==> src/design/ptc_pkg.sv <==
// shared types, constants, coefficient unpacking and microprogram of the compensation unit
package ptc_pkg;

  localparam int FRAC_BITS_DEF = 6;   // default output fraction bits
  localparam int Q_FRAC        = 30;  // fraction bits of scaled values and partial sums
  localparam int RAW_W         = 24;
  localparam int VAL_W         = 32;  // scaled values and results
  localparam int COEF_W        = 20;  // widest coefficient
  localparam int ACC_W         = 56;  // partial sums stay below 2^52
  localparam int MA_W          = 33;  // multiplier operand a, signed
  localparam int MB_W          = 32;  // multiplier operand b, signed
  localparam int PROD_W        = MA_W + MB_W;
  localparam int PROG_LEN      = 17;
  localparam int PC_W          = $clog2(PROG_LEN);
  localparam int CFG_IDX_W     = 3;
  localparam int CFG_DATA_W    = 64;

  localparam logic signed [VAL_W-1:0] VAL_MAX = {1'b0, {(VAL_W-1){1'b1}}};
  localparam logic signed [VAL_W-1:0] VAL_MIN = {1'b1, {(VAL_W-1){1'b0}}};

  // configuration register indexes
  typedef enum logic [CFG_IDX_W-1:0] {
    REG_CALIB_LOW      = 3'd0,
    REG_CALIB_MID      = 3'd1,
    REG_CALIB_TOP      = 3'd2,
    REG_TEMP_SCALE     = 3'd3,
    REG_PRESSURE_SCALE = 3'd4
  } reg_idx_t;

  typedef struct packed {
    logic [63:0] calib_low;
    logic [63:0] calib_mid;
    logic [15:0] calib_top;
    logic [31:0] temp_scale;
    logic [31:0] pressure_scale;
  } calib_t;

  // multiplier operand a
  typedef enum logic [1:0] {
    MA_SCALE,   // scale register picked by the item kind, unsigned
    MA_COEF,    // coefficient
    MA_HI,      // partial sum shifted down by the fraction bits
    MA_LO       // fraction bits of a partial sum, unsigned
  } mul_a_t;

  // multiplier operand b
  typedef enum logic [1:0] {
    MB_RAW,
    MB_S,       // scaled value of this item
    MB_T        // last stored scaled temperature
  } mul_b_t;

  typedef enum logic {
    SRC_X,
    SRC_Y
  } src_t;

  typedef enum logic [3:0] {
    C_0, C_1, C_00, C_10, C_01, C_11, C_20, C_21, C_30
  } coef_t;

  typedef enum logic [2:0] {
    OP_NONE,
    OP_SCALE,      // s = clip(prod >>> 2)
    OP_COEF_PROD,  // dst = coef term + prod
    OP_ADD_PROD,   // dst += prod
    OP_ADD_PSHR,   // dst += prod >>> 30
    OP_FINISH      // round, clip and hand to the output register
  } op_t;

  typedef enum logic [1:0] {
    DST_X,
    DST_Y,
    DST_ACC
  } dst_t;

  typedef enum logic {
    JMP_NEXT,
    JMP_IF_PRESS
  } jump_t;

  typedef struct packed {
    mul_a_t            ma;
    mul_b_t            mb;
    src_t              msrc;
    coef_t             mcoef;
    op_t               op;
    dst_t              dst;
    coef_t             acoef;
    jump_t             jmp;
    logic [PC_W-1:0]   target;
  } ctrl_t;

  typedef struct packed {
    logic press;   // item in work is a pressure reading
    logic stall;   // output register full and not taken
  } dp_status_t;

  localparam ctrl_t CTRL_NOP = '{
    ma: MA_COEF, mb: MB_S, msrc: SRC_X, mcoef: C_0, op: OP_NONE,
    dst: DST_ACC, acoef: C_0, jmp: JMP_NEXT, target: '0
  };

  localparam logic [PC_W-1:0] PC_PRESS = PC_W'(5);

  // coefficient fields, byte 0 in the top bits of the low word
  function automatic logic signed [COEF_W-1:0] coef_value(input coef_t sel, input calib_t cal);
    logic signed [COEF_W-1:0] v;
    begin
      case (sel)
        C_0:     v = COEF_W'($signed(cal.calib_low[63:52]));
        C_1:     v = COEF_W'($signed(cal.calib_low[51:40]));
        C_00:    v = COEF_W'($signed(cal.calib_low[39:20]));
        C_10:    v = COEF_W'($signed(cal.calib_low[19:0]));
        C_01:    v = COEF_W'($signed(cal.calib_mid[63:48]));
        C_11:    v = COEF_W'($signed(cal.calib_mid[47:32]));
        C_20:    v = COEF_W'($signed(cal.calib_mid[31:16]));
        C_21:    v = COEF_W'($signed(cal.calib_mid[15:0]));
        C_30:    v = COEF_W'($signed(cal.calib_top[15:0]));
        default: v = '0;
      endcase
      coef_value = v;
    end
  endfunction

  // microprogram: temperature path ends at step 4, pressure path runs 5 to 16
  function automatic ctrl_t ucode(input logic [PC_W-1:0] pc);
    ctrl_t w;
    begin
      w = CTRL_NOP;
      case (pc)
        PC_W'(0): begin
          w.ma = MA_SCALE; w.mb = MB_RAW;
        end
        PC_W'(1): begin
          w.op = OP_SCALE; w.jmp = JMP_IF_PRESS; w.target = PC_PRESS;
        end
        PC_W'(2): begin
          w.ma = MA_COEF; w.mcoef = C_1; w.mb = MB_S;
        end
        PC_W'(3): begin
          w.op = OP_COEF_PROD; w.dst = DST_ACC; w.acoef = C_0;
        end
        PC_W'(4): begin
          w.op = OP_FINISH;
        end
        PC_W'(5): begin
          w.ma = MA_COEF; w.mcoef = C_30; w.mb = MB_S;
        end
        PC_W'(6): begin
          w.op = OP_COEF_PROD; w.dst = DST_X; w.acoef = C_20;
          w.ma = MA_COEF; w.mcoef = C_21; w.mb = MB_S;
        end
        PC_W'(7): begin
          w.op = OP_COEF_PROD; w.dst = DST_Y; w.acoef = C_11;
          w.ma = MA_HI; w.msrc = SRC_X; w.mb = MB_S;
        end
        PC_W'(8): begin
          w.ma = MA_LO; w.msrc = SRC_X; w.mb = MB_S;
          w.op = OP_COEF_PROD; w.dst = DST_X; w.acoef = C_10;
        end
        PC_W'(9): begin
          w.op = OP_ADD_PSHR; w.dst = DST_X;
          w.ma = MA_HI; w.msrc = SRC_Y; w.mb = MB_S;
        end
        PC_W'(10): begin
          w.ma = MA_LO; w.msrc = SRC_Y; w.mb = MB_S;
          w.op = OP_COEF_PROD; w.dst = DST_Y; w.acoef = C_01;
        end
        PC_W'(11): begin
          w.op = OP_ADD_PSHR; w.dst = DST_Y;
          w.ma = MA_HI; w.msrc = SRC_X; w.mb = MB_S;
        end
        PC_W'(12): begin
          w.ma = MA_LO; w.msrc = SRC_X; w.mb = MB_S;
          w.op = OP_COEF_PROD; w.dst = DST_ACC; w.acoef = C_00;
        end
        PC_W'(13): begin
          w.op = OP_ADD_PSHR; w.dst = DST_ACC;
          w.ma = MA_HI; w.msrc = SRC_Y; w.mb = MB_T;
        end
        PC_W'(14): begin
          w.ma = MA_LO; w.msrc = SRC_Y; w.mb = MB_T;
          w.op = OP_ADD_PROD; w.dst = DST_ACC;
        end
        PC_W'(15): begin
          w.op = OP_ADD_PSHR; w.dst = DST_ACC;
        end
        PC_W'(16): begin
          w.op = OP_FINISH;
        end
        default: w = CTRL_NOP;
      endcase
      ucode = w;
    end
  endfunction

endpackage

==> src/design/pressure_temperature_compensation_unit.sv <==
// top level of the barometric sensor compensation unit
//
// usage
// - slave stream: one word per raw reading; tdata is the signed 24-bit
//   converter value, tuser says temperature (0) or pressure (1)
// - master stream: one word per reading; tdata is the compensated value
//   with FRAC_BITS fraction bits, tuser carries the kind and a clip flag
// - configuration: cfg_we writes cfg_data to register cfg_index at the
//   clock edge; calibration words 0..2, temperature scale 3, pressure
//   scale 4; other indexes are ignored; write only while idle
// - sequencing: one shared 33x32 multiplier stepped by a 17-entry microprogram;
//   a pressure word takes a longer path through it than a temperature word;
//   s_tready is low while a word is in work
// - the result is registered into the output register at the end of the last step;
//   the next word is accepted while that result waits
// - if the receiver stalls with a result still held, the sequencer waits
//   on its last step until the output register frees up
// - reset (synchronous) clears the calibration to zero, both scales to
//   8192, the stored temperature to zero and drops any word in work
module pressure_temperature_compensation_unit
  import ptc_pkg::*;
#(
  parameter int FRAC_BITS = FRAC_BITS_DEF
) (
  input  logic                  clk,
  input  logic                  rst,
  // slave stream
  input  logic                  s_tvalid,
  output logic                  s_tready,
  input  logic [23:0]           s_tdata,   // raw_reading
  input  logic [0:0]            s_tuser,   // cmd
  // master stream
  output logic                  m_tvalid,
  input  logic                  m_tready,
  output logic [31:0]           m_tdata,   // compensated_value
  output logic [1:0]            m_tuser,   // value_kind, saturated
  // configuration write port
  input  logic                  cfg_we,
  input  logic [CFG_IDX_W-1:0]  cfg_index,
  input  logic [CFG_DATA_W-1:0] cfg_data
);

  calib_t     cal;
  ctrl_t      ctrl;
  dp_status_t status;
  logic       busy;
  logic       start;
  logic       out_kind;
  logic       out_sat;

  assign s_tready = !busy;
  assign start    = s_tvalid && s_tready;
  assign m_tuser  = {out_sat, out_kind};

  // configuration registers
  always_ff @(posedge clk) begin
    if (rst) begin
      cal.calib_low      <= '0;
      cal.calib_mid      <= '0;
      cal.calib_top      <= '0;
      cal.temp_scale     <= 32'd8192;
      cal.pressure_scale <= 32'd8192;
    end else if (cfg_we) begin
      case (cfg_index)
        REG_CALIB_LOW:      cal.calib_low      <= cfg_data;
        REG_CALIB_MID:      cal.calib_mid      <= cfg_data;
        REG_CALIB_TOP:      cal.calib_top      <= cfg_data[15:0];
        REG_TEMP_SCALE:     cal.temp_scale     <= cfg_data[31:0];
        REG_PRESSURE_SCALE: cal.pressure_scale <= cfg_data[31:0];
        default: ;
      endcase
    end
  end

  // step counter and microprogram
  ptc_sequencer u_seq (
    .clk    (clk),
    .rst    (rst),
    .start  (start),
    .status (status),
    .busy   (busy),
    .ctrl   (ctrl)
  );

  // multiplier, partial sums and output register
  ptc_datapath #(
    .FRAC_BITS (FRAC_BITS)
  ) u_dp (
    .clk       (clk),
    .rst       (rst),
    .start     (start),
    .in_cmd    (s_tuser[0]),
    .in_raw    ($signed(s_tdata)),
    .cal       (cal),
    .ctrl      (ctrl),
    .status    (status),
    .out_ready (m_tready),
    .out_valid (m_tvalid),
    .out_value (m_tdata),
    .out_kind  (out_kind),
    .out_sat   (out_sat)
  );

endmodule

==> src/design/ptc_sequencer.sv <==
// step counter and microprogram fetch of the compensation unit
module ptc_sequencer
  import ptc_pkg::*;
(
  input  logic       clk,
  input  logic       rst,
  input  logic       start,
  input  dp_status_t status,
  output logic       busy,
  output ctrl_t      ctrl
);

  logic [PC_W-1:0] pc;
  ctrl_t           word;

  assign word = ucode(pc);
  assign ctrl = busy ? word : CTRL_NOP;

  always_ff @(posedge clk) begin
    if (rst) begin
      busy <= 1'b0;
      pc   <= '0;
    end else if (!busy) begin
      if (start) begin
        busy <= 1'b1;
        pc   <= '0;
      end
    end else if (word.op == OP_FINISH) begin
      // hold on the last step until the output register is free
      if (!status.stall) begin
        busy <= 1'b0;
      end
    end else if (word.jmp == JMP_IF_PRESS && status.press) begin
      pc <= word.target;
    end else begin
      pc <= pc + PC_W'(1);
    end
  end

endmodule

==> src/design/ptc_datapath.sv <==
// shared multiplier, partial-sum registers, rounding and output register
module ptc_datapath
  import ptc_pkg::*;
#(
  parameter int FRAC_BITS = FRAC_BITS_DEF
) (
  input  logic                    clk,
  input  logic                    rst,
  input  logic                    start,
  input  logic                    in_cmd,
  input  logic signed [RAW_W-1:0] in_raw,
  input  calib_t                  cal,
  input  ctrl_t                   ctrl,
  output dp_status_t              status,
  input  logic                    out_ready,
  output logic                    out_valid,
  output logic [VAL_W-1:0]        out_value,
  output logic                    out_kind,
  output logic                    out_sat
);

  localparam int SH = Q_FRAC - FRAC_BITS;
  localparam logic signed [ACC_W:0] RND_HALF = (ACC_W + 1)'(1) <<< (SH - 1);

  logic                     cmd_r;
  logic signed [RAW_W-1:0]  raw_r;
  logic                     sat_r;
  logic signed [VAL_W-1:0]  s;
  logic signed [VAL_W-1:0]  last_temp;
  logic signed [ACC_W-1:0]  x, y, acc;
  logic signed [PROD_W-1:0] prod;

  logic signed [ACC_W-1:0]  x_sel, hi_full, dst_val, term, alu;
  logic signed [MA_W-1:0]   ma_val;
  logic signed [MB_W-1:0]   mb_val;
  logic signed [COEF_W-1:0] mcoef, acoef;
  logic [31:0]              scale_sel;
  logic signed [PROD_W-1:0] sv, pshr;
  logic                     sv_fit;
  logic signed [VAL_W-1:0]  scaled;
  logic signed [ACC_W:0]    rnd, r;
  logic                     r_fit;
  logic signed [VAL_W-1:0]  result;
  logic                     stall;

  assign stall        = out_valid && !out_ready;
  assign status.stall = stall;
  assign status.press = cmd_r;

  // multiplier operands
  assign x_sel     = (ctrl.msrc == SRC_X) ? x : y;
  assign hi_full   = x_sel >>> Q_FRAC;
  assign mcoef     = coef_value(ctrl.mcoef, cal);
  assign scale_sel = cmd_r ? cal.pressure_scale : cal.temp_scale;

  always_comb begin
    case (ctrl.ma)
      MA_SCALE: ma_val = $signed({1'b0, scale_sel});
      MA_COEF:  ma_val = MA_W'(mcoef);
      MA_HI:    ma_val = MA_W'(hi_full);
      MA_LO:    ma_val = $signed({{(MA_W - Q_FRAC){1'b0}}, x_sel[Q_FRAC-1:0]});
      default:  ma_val = '0;
    endcase
    case (ctrl.mb)
      MB_RAW:  mb_val = MB_W'(raw_r);
      MB_S:    mb_val = MB_W'(s);
      MB_T:    mb_val = MB_W'(last_temp);
      default: mb_val = '0;
    endcase
  end

  // scaled value: drop two fraction bits, clip to q2.30
  assign sv     = prod >>> 2;
  assign sv_fit = (&sv[PROD_W-1:VAL_W-1]) || !(|sv[PROD_W-1:VAL_W-1]);
  assign scaled = sv_fit ? sv[VAL_W-1:0] : (sv[PROD_W-1] ? VAL_MIN : VAL_MAX);

  // accumulate; c0 only ever enters as c0/2, so it is shifted one less
  assign acoef = coef_value(ctrl.acoef, cal);
  assign term  = (ctrl.acoef == C_0) ? (ACC_W'(acoef) <<< (Q_FRAC - 1))
                                     : (ACC_W'(acoef) <<< Q_FRAC);
  assign pshr  = prod >>> Q_FRAC;

  always_comb begin
    case (ctrl.dst)
      DST_X:   dst_val = x;
      DST_Y:   dst_val = y;
      DST_ACC: dst_val = acc;
      default: dst_val = acc;
    endcase
    case (ctrl.op)
      OP_COEF_PROD: alu = term + prod[ACC_W-1:0];
      OP_ADD_PROD:  alu = dst_val + prod[ACC_W-1:0];
      OP_ADD_PSHR:  alu = dst_val + pshr[ACC_W-1:0];
      default:      alu = dst_val;
    endcase
  end

  // final value: round half up, clip to 32 bits
  assign rnd    = (ACC_W + 1)'(acc) + RND_HALF;
  assign r      = rnd >>> SH;
  assign r_fit  = (&r[ACC_W:VAL_W-1]) || !(|r[ACC_W:VAL_W-1]);
  assign result = r_fit ? r[VAL_W-1:0] : (r[ACC_W] ? VAL_MIN : VAL_MAX);

  always_ff @(posedge clk) begin
    prod <= PROD_W'(ma_val) * PROD_W'(mb_val);
    if (start) begin
      cmd_r <= in_cmd;
      raw_r <= in_raw;
      sat_r <= 1'b0;
    end
    if (ctrl.op == OP_SCALE) begin
      s <= scaled;
      if (!sv_fit) begin
        sat_r <= 1'b1;
      end
    end
    if (ctrl.op == OP_COEF_PROD || ctrl.op == OP_ADD_PROD || ctrl.op == OP_ADD_PSHR) begin
      case (ctrl.dst)
        DST_X:   x <= alu;
        DST_Y:   y <= alu;
        DST_ACC: acc <= alu;
        default: acc <= alu;
      endcase
    end
  end

  always_ff @(posedge clk) begin
    if (rst) begin
      last_temp <= '0;
    end else if (ctrl.op == OP_SCALE && !cmd_r) begin
      last_temp <= scaled;
    end
  end

  always_ff @(posedge clk) begin
    if (rst) begin
      out_valid <= 1'b0;
    end else if (ctrl.op == OP_FINISH && !stall) begin
      out_valid <= 1'b1;
      out_value <= result;
      out_kind  <= cmd_r;
      out_sat   <= sat_r | !r_fit;
    end else if (out_ready) begin
      out_valid <= 1'b0;
    end
  end

endmodule
==> config.mk <==
export PLATFORM = sky130hd
export DESIGN_NAME = pressure_temperature_compensation_unit
export DESIGN_NICKNAME = d
export VERILOG_FILES = /design/src/design/ptc_pkg.sv /design/src/design/pressure_temperature_compensation_unit.sv /design/src/design/ptc_sequencer.sv /design/src/design/ptc_datapath.sv
export SDC_FILE = /design/constraint.sdc
export NUM_CORES = 2
export LEC_CHECK = 0
export BUFFER_PORTS_ARGS = -buffer_cell sky130_fd_sc_hd__buf_4
export CORE_MARGIN = 4
export CORE_UTILIZATION = 45
export DETAILED_ROUTE_END_ITERATION = 12
export GPL_ROUTABILITY_DRIVEN = 0
export HOLD_SLACK_MARGIN = 0.08
export PLACE_DENSITY = 0.58
export SYNTH_ARGS = -nofsm -noshare
export SYNTH_HDL_FRONTEND = slang
export SYNTH_SLANG_ARGS = --single-unit
export TNS_END_PERCENT = 100
==> constraint.sdc <==
create_clock -name clk -period 13.1 [get_ports clk]
set_input_delay 0 -clock clk [delete_from_list [all_inputs] [get_ports clk]]
set_output_delay 0 -clock clk [all_outputs]
set_load 0.005 [all_outputs]
# After elaboration in Yosys (flattened, before gate mapping)
# Cells that the tools add are included.
# word_totals
ff_bits	572
input_bits	97
out_inout_bits	36
wordCells	160
# op_classes
n_addsub	5
mul	1
n_eq_ne	49
n_mux	34
bitwise	3
n_reduce_logical	48
# ops
op	count
20-bit case mux with 9 select lines	2
56-bit adder	3
56-bit case mux with 3 select lines	1
32-bit 2-to-1 mux	5
33-bit case mux with 4 select lines	1
56-bit case mux with 2 select lines	1
32-bit case mux with 3 select lines	1
33-bit by 32-bit multiplier with 65-bit output	1
56-bit by 25-bit adder with 57-bit output (second input constant)	1
56-bit 2-to-1 mux	1
49-bit 2-to-1 mux	1
5-bit by 4-bit == test with 1-bit output (second input constant)	8
4-bit by 3-bit == test with 1-bit output (second input constant)	8
32-bit AND reduction	1
32-bit OR reduction	1
3-bit case mux with 5 select lines	2
24-bit 2-to-1 mux	1
2-bit AND reduction	11
5-bit by 3-bit == test with 1-bit output (second input constant)	4
5-bit 2-to-1 mux	4
4-bit case mux with 5 select lines	1
4-bit by 2-bit == test with 1-bit output (second input constant)	4
3-bit by 2-bit == test with 1-bit output (second input constant)	4
3-bit == test (second input constant)	4
28 further kinds	69

# Longest topological paths before layout
# depth
word_depth	9
depth_mapped	43
ltp_nobuf	41

# By module
# Synthesis repeated with hierarchy kept, for this count alone.
# unflattened
cells_unflattened	7230
area_unflattened_um2	67877.6
# modules_own_cells
module	n_inst	cells_each	area_each_um2	seq_area_each_um2
ptc_datapath	1	6361	58740.1	9759.4
pressure_temperature_compensation_unit	1	754	8294.2	4164.0
ptc_sequencer	1	115	843.3	120.1

# Least setup slack after synthesis
# OpenSTA, ideal clock, no wires.
# synth_path
path_type	register to register
start	reg u_seq.pc[1]
end	reg u_dp.prod[64]
setup_time_ns	0.118
arrival_ns	9.466
slack_ns	3.516
stages_incl_launch_ff	40
n_path_buf	4
path_cell_list	dfxtp_1 -> inv_1 -> ha_1 -> or2_4 -> and4_1 -> clkbuf_1 -> o21ai_1 -> a21o_1 -> buf_2 -> nor2_1 -> a21oi_1 -> a21o_1 -> clkbuf_1 -> buf_2 -> nor2_1 -> fa_1 -> inv_1 -> fa_1 -> [... 4 more ...] -> fa_1 -> inv_1 -> fa_1 -> inv_1 -> fa_1 -> inv_1 -> fa_1 -> ha_1 -> and3_1 -> nand2_1 -> or2_2 -> nor3_1 -> a21oi_1 -> a211oi_1 -> o21ai_0 -> a21oi_1 -> o22a_1 -> xnor2_1
# synth_via
elab_chain_len	7
elab_cells_between_ends	40
classes_between	1 x mul; 24 x eq/ne; 8 x mux; 7 x reduce/logical
# synth_rtl
item	line_no	rtl
from (decl)	ptc_sequencer.sv:13	logic [PC_W-1:0] pc;
from (signal assigned)	ptc_sequencer.sv:34	pc <= word.target;
from (signal assigned)	ptc_sequencer.sv:36	pc <= pc + PC_W'(1);
5-bit by 3-bit == test with 1-bit output (tied with other cells)	ptc_pkg.sv:131	case (pc)
4-bit case mux with 3 select lines (tied with other cells)	ptc_pkg.sv:131	
24-bit 2-to-1 mux *	ptc_sequencer.sv:17	assign ctrl = busy ? word : CTRL_NOP;
4-bit == test (tied with other cells)	ptc_pkg.sv:110	case (sel)
20-bit case mux with 9 select lines (tied with other cells)	ptc_pkg.sv:110	
33-bit case mux with 4 select lines or 32-bit case mux with 3 select lines (tied branches)	ptc_datapath.sv:57, ptc_datapath.sv:64	
33-bit by 32-bit multiplier with 65-bit output *	ptc_datapath.sv:105	prod <= PROD_W'(ma_val) * PROD_W'(mb_val);
to (signal assigned)	ptc_datapath.sv:105	
to (decl)	ptc_datapath.sv:31	logic signed [PROD_W-1:0] prod;
# Every way passes the cells marked *; elsewhere a longest branch is shown, timed or not.
# A chain may end at the register's enable or synchronous reset.

# Worst setup path after layout
# layout_path
start	reg u_seq.pc[0]
end	reg u_dp.prod[64]
# Same word-level chain as after synthesis.

==> summary.md <==
| Metric | Value |
|---|---|
| Hold crit path type | in -> reg |
| CTS HTree Levels | 3 |
| Syn Area/Cell | 9.06 um2 |
| Setup bufs post-CTS | 0 |
| CTS tree | yes |
| Area of the mapped netlist | 66200 um2 |
| CP max-delay cell | fa_1 |
| Largest family of logic cells by synthesized area | adder cells |
| Initial antenna violation count | 12 |
| Post-synthesis register bit count | 572 |
| Predominant post-synthesis flop cell | dfxtp_1 |
| RSZ-0062 raised after global routing | no |
| Vias in the first global route | about 55000 |
| Die Y | 391 um |
| DRC | 0 |
| Worst-path clk slew | 0.06 ns |
| Clk root buf | clkbuf_16 |
| Via density | 5.76 |
| Post-Synth Simple-Gate Area | 0.145 |
| FFs w/ async S/R, synth | 0 |
| Initial Util | 0.453 |
| Final nets | 8848 |
| Port buffer count | 132 |
| Clock Skews | 0.0346 ns |
| Seq/Total Area, Yosys | 0.212 |
| Ys Warns | 0 |
| Tcrit/Tclk final | 0.927 |
| Post-synthesis cell type count | slightly above 100 |
| Synth Area in Adders | 0.389 |
| DR vias | approximately 54000 |
| Critical Path Sink Type | register |
| Worst Path Max Fanout | 24 |
| Dpl cell area | 69200 um2 |
| Hold Path Origin | cfg_data[63] |
| CTS resizes | 0 |
| Skew-Pair Late Insertion Delay | 0.68 ns |
| Setup TNS Final | 0 ns |
| Aggregate routed wire length | 236000 um |
| Complex-gate fraction of the synthesized area | 0.114 |
| P&R area growth vs syn | 9.78% |
| DIE WIDTH | 391 um |
| Startpoint types | register |
| Gr usage total | 0.312 |
| Crit. Startpoint | u_seq.pc[0] |
| Final min period | approximately 12 ns |
| Hold Fails Final Rpt | 0 |
| Synthesized instance count | 7299 |
| Syn nets | 8783 |
| Core Rows | between 100 and 150 |
| Worst path required time | 13.63 ns |
| Post-CTS Hold Buffers | 127 |
| Post-DP HPWL | 184000 um |
| GRT overflow | 0 |
| CTS sink count | 572 |
| Fmax | between 80 and 90 MHz |
| Cell area after layout | just over 70000 um2 |
| Wirelength per Cell | 25.3 um |
| Final Max Tran Viols | 0 |
| Max Cap Viol | 0 |
| CP peak stage delay | 0.93 ns |
| # setup viols final | 0 |
| Die area | 153000 um2 |
| Xor and xnor area share after synthesis | 0.0219 |
| Initial DRC count | between 5000 and 6000 |
| Routed Antenna Nets | 0 |
| CTS buffer count | 66 |
| Slew @ Worst Pin | 1.42 ns |
| Status | complete, no violations |
| Multiplexer share of the synthesized area | 0.0319 |
| Worst Path Arrival | about 13 ns |
| Pin count of the biggest net entering global routing | 111 |
| Post-synth EDFFs | 259 |
| Share of layout cells above drive strength 1 | 0.0751 |
| Crit path kind | reg -> reg |
| First-pass GRT wire length | 354000 um |
| Drt first pass iters | 6 |
| IO Count | around 130 |
| Clock buffer depth | 3 |
| Area of the core | 146000 um2 |
| Reg-to-Reg Start | u_seq.pc[0] |
| Rel. slew slack | 0.0542 |
kinds of logic (layout without fill, tap and decap cells):
kind of cell	Yosys count	in the layout
flops	572	572
fa+ha+maj	1387	1387
mux	185	185
buf+inv	1465	1581
compound gates	1193	1193
xor+xnor	164	164
other cells	0	4
simple gates	2333	2333
through the flow:
stage	std cells	hold WS, ns	util	setup slack (ns)
after floorplan	7299	0.0989	-	3.52
after global placement	9086	0.179	0.474	1.30
after detailed placement	9086	0.179	0.474	1.19
after CTS	9332	0.0919	0.498	1.07
after global routing	9332	0.149	0.498	0.255
final	9336	0.140	0.498	0.951
sequential cells by signal (all words and copies together) (netlist names), 5 cells and up:
| register | flops |
|---|---|
| u_dp.out_value | 32 |
| u_seq.pc | 5 |
| u_dp.s | 32 |
| cal | 208 |
| u_dp.prod | 65 |
| u_dp.raw_r | 24 |
| u_dp.x | 56 |
| u_dp.last_temp | 32 |
| u_dp.acc | 56 |
| u_dp.y | 56 |
critical path, delay by kind of cell, from the launching register on:
| family | cells | cell delay (ns) |
|---|---|---|
| xor+xnor | 1 | 0.07 |
| compound gates | 9 | 2.10 |
| fa+ha+maj | 10 | 5.14 |
| flops | 1 | 0.44 |
| buf+inv | 10 | 1.88 |
| simple gates | 8 | 2.38 |
placed cells by master (no fill, tap or decap), drive strengths merged, types with 31 or more instances in the layout:
| cell type | n |
|---|---|
| nand4 | 42 |
| nand2 | 1316 |
| dlygate4sd3 | 127 |
| ha | 273 |
| mux2 | 49 |
| a21o | 135 |
| edfxtp | 259 |
| and3 | 38 |
| buf | 287 |
| xnor2 | 95 |
| o21ai | 236 |
| a211oi | 32 |
| mux2i | 120 |
| clkbuf | 89 |
| dfxtp | 313 |
| o21a | 31 |
| a21oi | 496 |
| nor3 | 39 |
| nand3 | 50 |
| fa | 1114 |
| and2 | 36 |
| inv | 1047 |
| xor2 | 69 |
| nand2b | 33 |
| a22oi | 78 |
| nor2 | 695 |
per-layer routing:
layer | vias up | track usage | share of wire
met5 | - | 0 | 0
met4 | 0 | 0.136 | 0.052
met3 | 468 | 0.0701 | 0.10
met2 | 2534 | 0.473 | 0.44
met1 | 27500 | 0.432 | 0.41
li1 | 23300 | - | -
cell usage after synthesis (37+ instances only):
master | count | share of area
nand4_1 | 42 | 0.0040
nor3_1 | 37 | 0.0028
buf_2 | 115 | 0.0087
ha_1 | 273 | 0.052
edfxtp_1 | 259 | 0.12
fa_1 | 1114 | 0.34
xor2_1 | 68 | 0.0090
a21o_1 | 135 | 0.015
mux2_2 | 49 | 0.0083
a22oi_1 | 78 | 0.0089
dfxtp_1 | 313 | 0.095
nand3_1 | 49 | 0.0037
a21oi_1 | 491 | 0.037
nor2_1 | 689 | 0.039
inv_1 | 1046 | 0.059
o21ai_0 | 213 | 0.016
xnor2_1 | 94 | 0.012
and3_1 | 38 | 0.0036
clkbuf_1 | 265 | 0.015
nand2_1 | 1313 | 0.074
mux2i_1 | 120 | 0.018
worst paths after layout:
| check | end | slack (ns) | depth (start not counted) |
|---|---|---|---|
| max | u_dp.prod[64] | 0.95 | 38 |
| min | cal[143] | 0.14 | 4 |
| max reg2reg | u_dp.prod[64] | 0.95 | 38 |
| min reg2reg | cal[53] | 0.45 | 2 |
layout make-up:
cell class / instances / area, um2
fill: 13800 / 73300
multi-input combinational: 5262 / 46600
sequential: 572 / 14000
inverter: 1047 / 3930
timing repair buffer: 415 / 3450
tap: 1917 / 2400
clock buffer: 88 / 1840
clock inverter: 31 / 324
antenna: 4 / 10.0
Power is not shown: default switching activity piles up to over one toggle a cycle in this logic, so the estimate is an artifact.
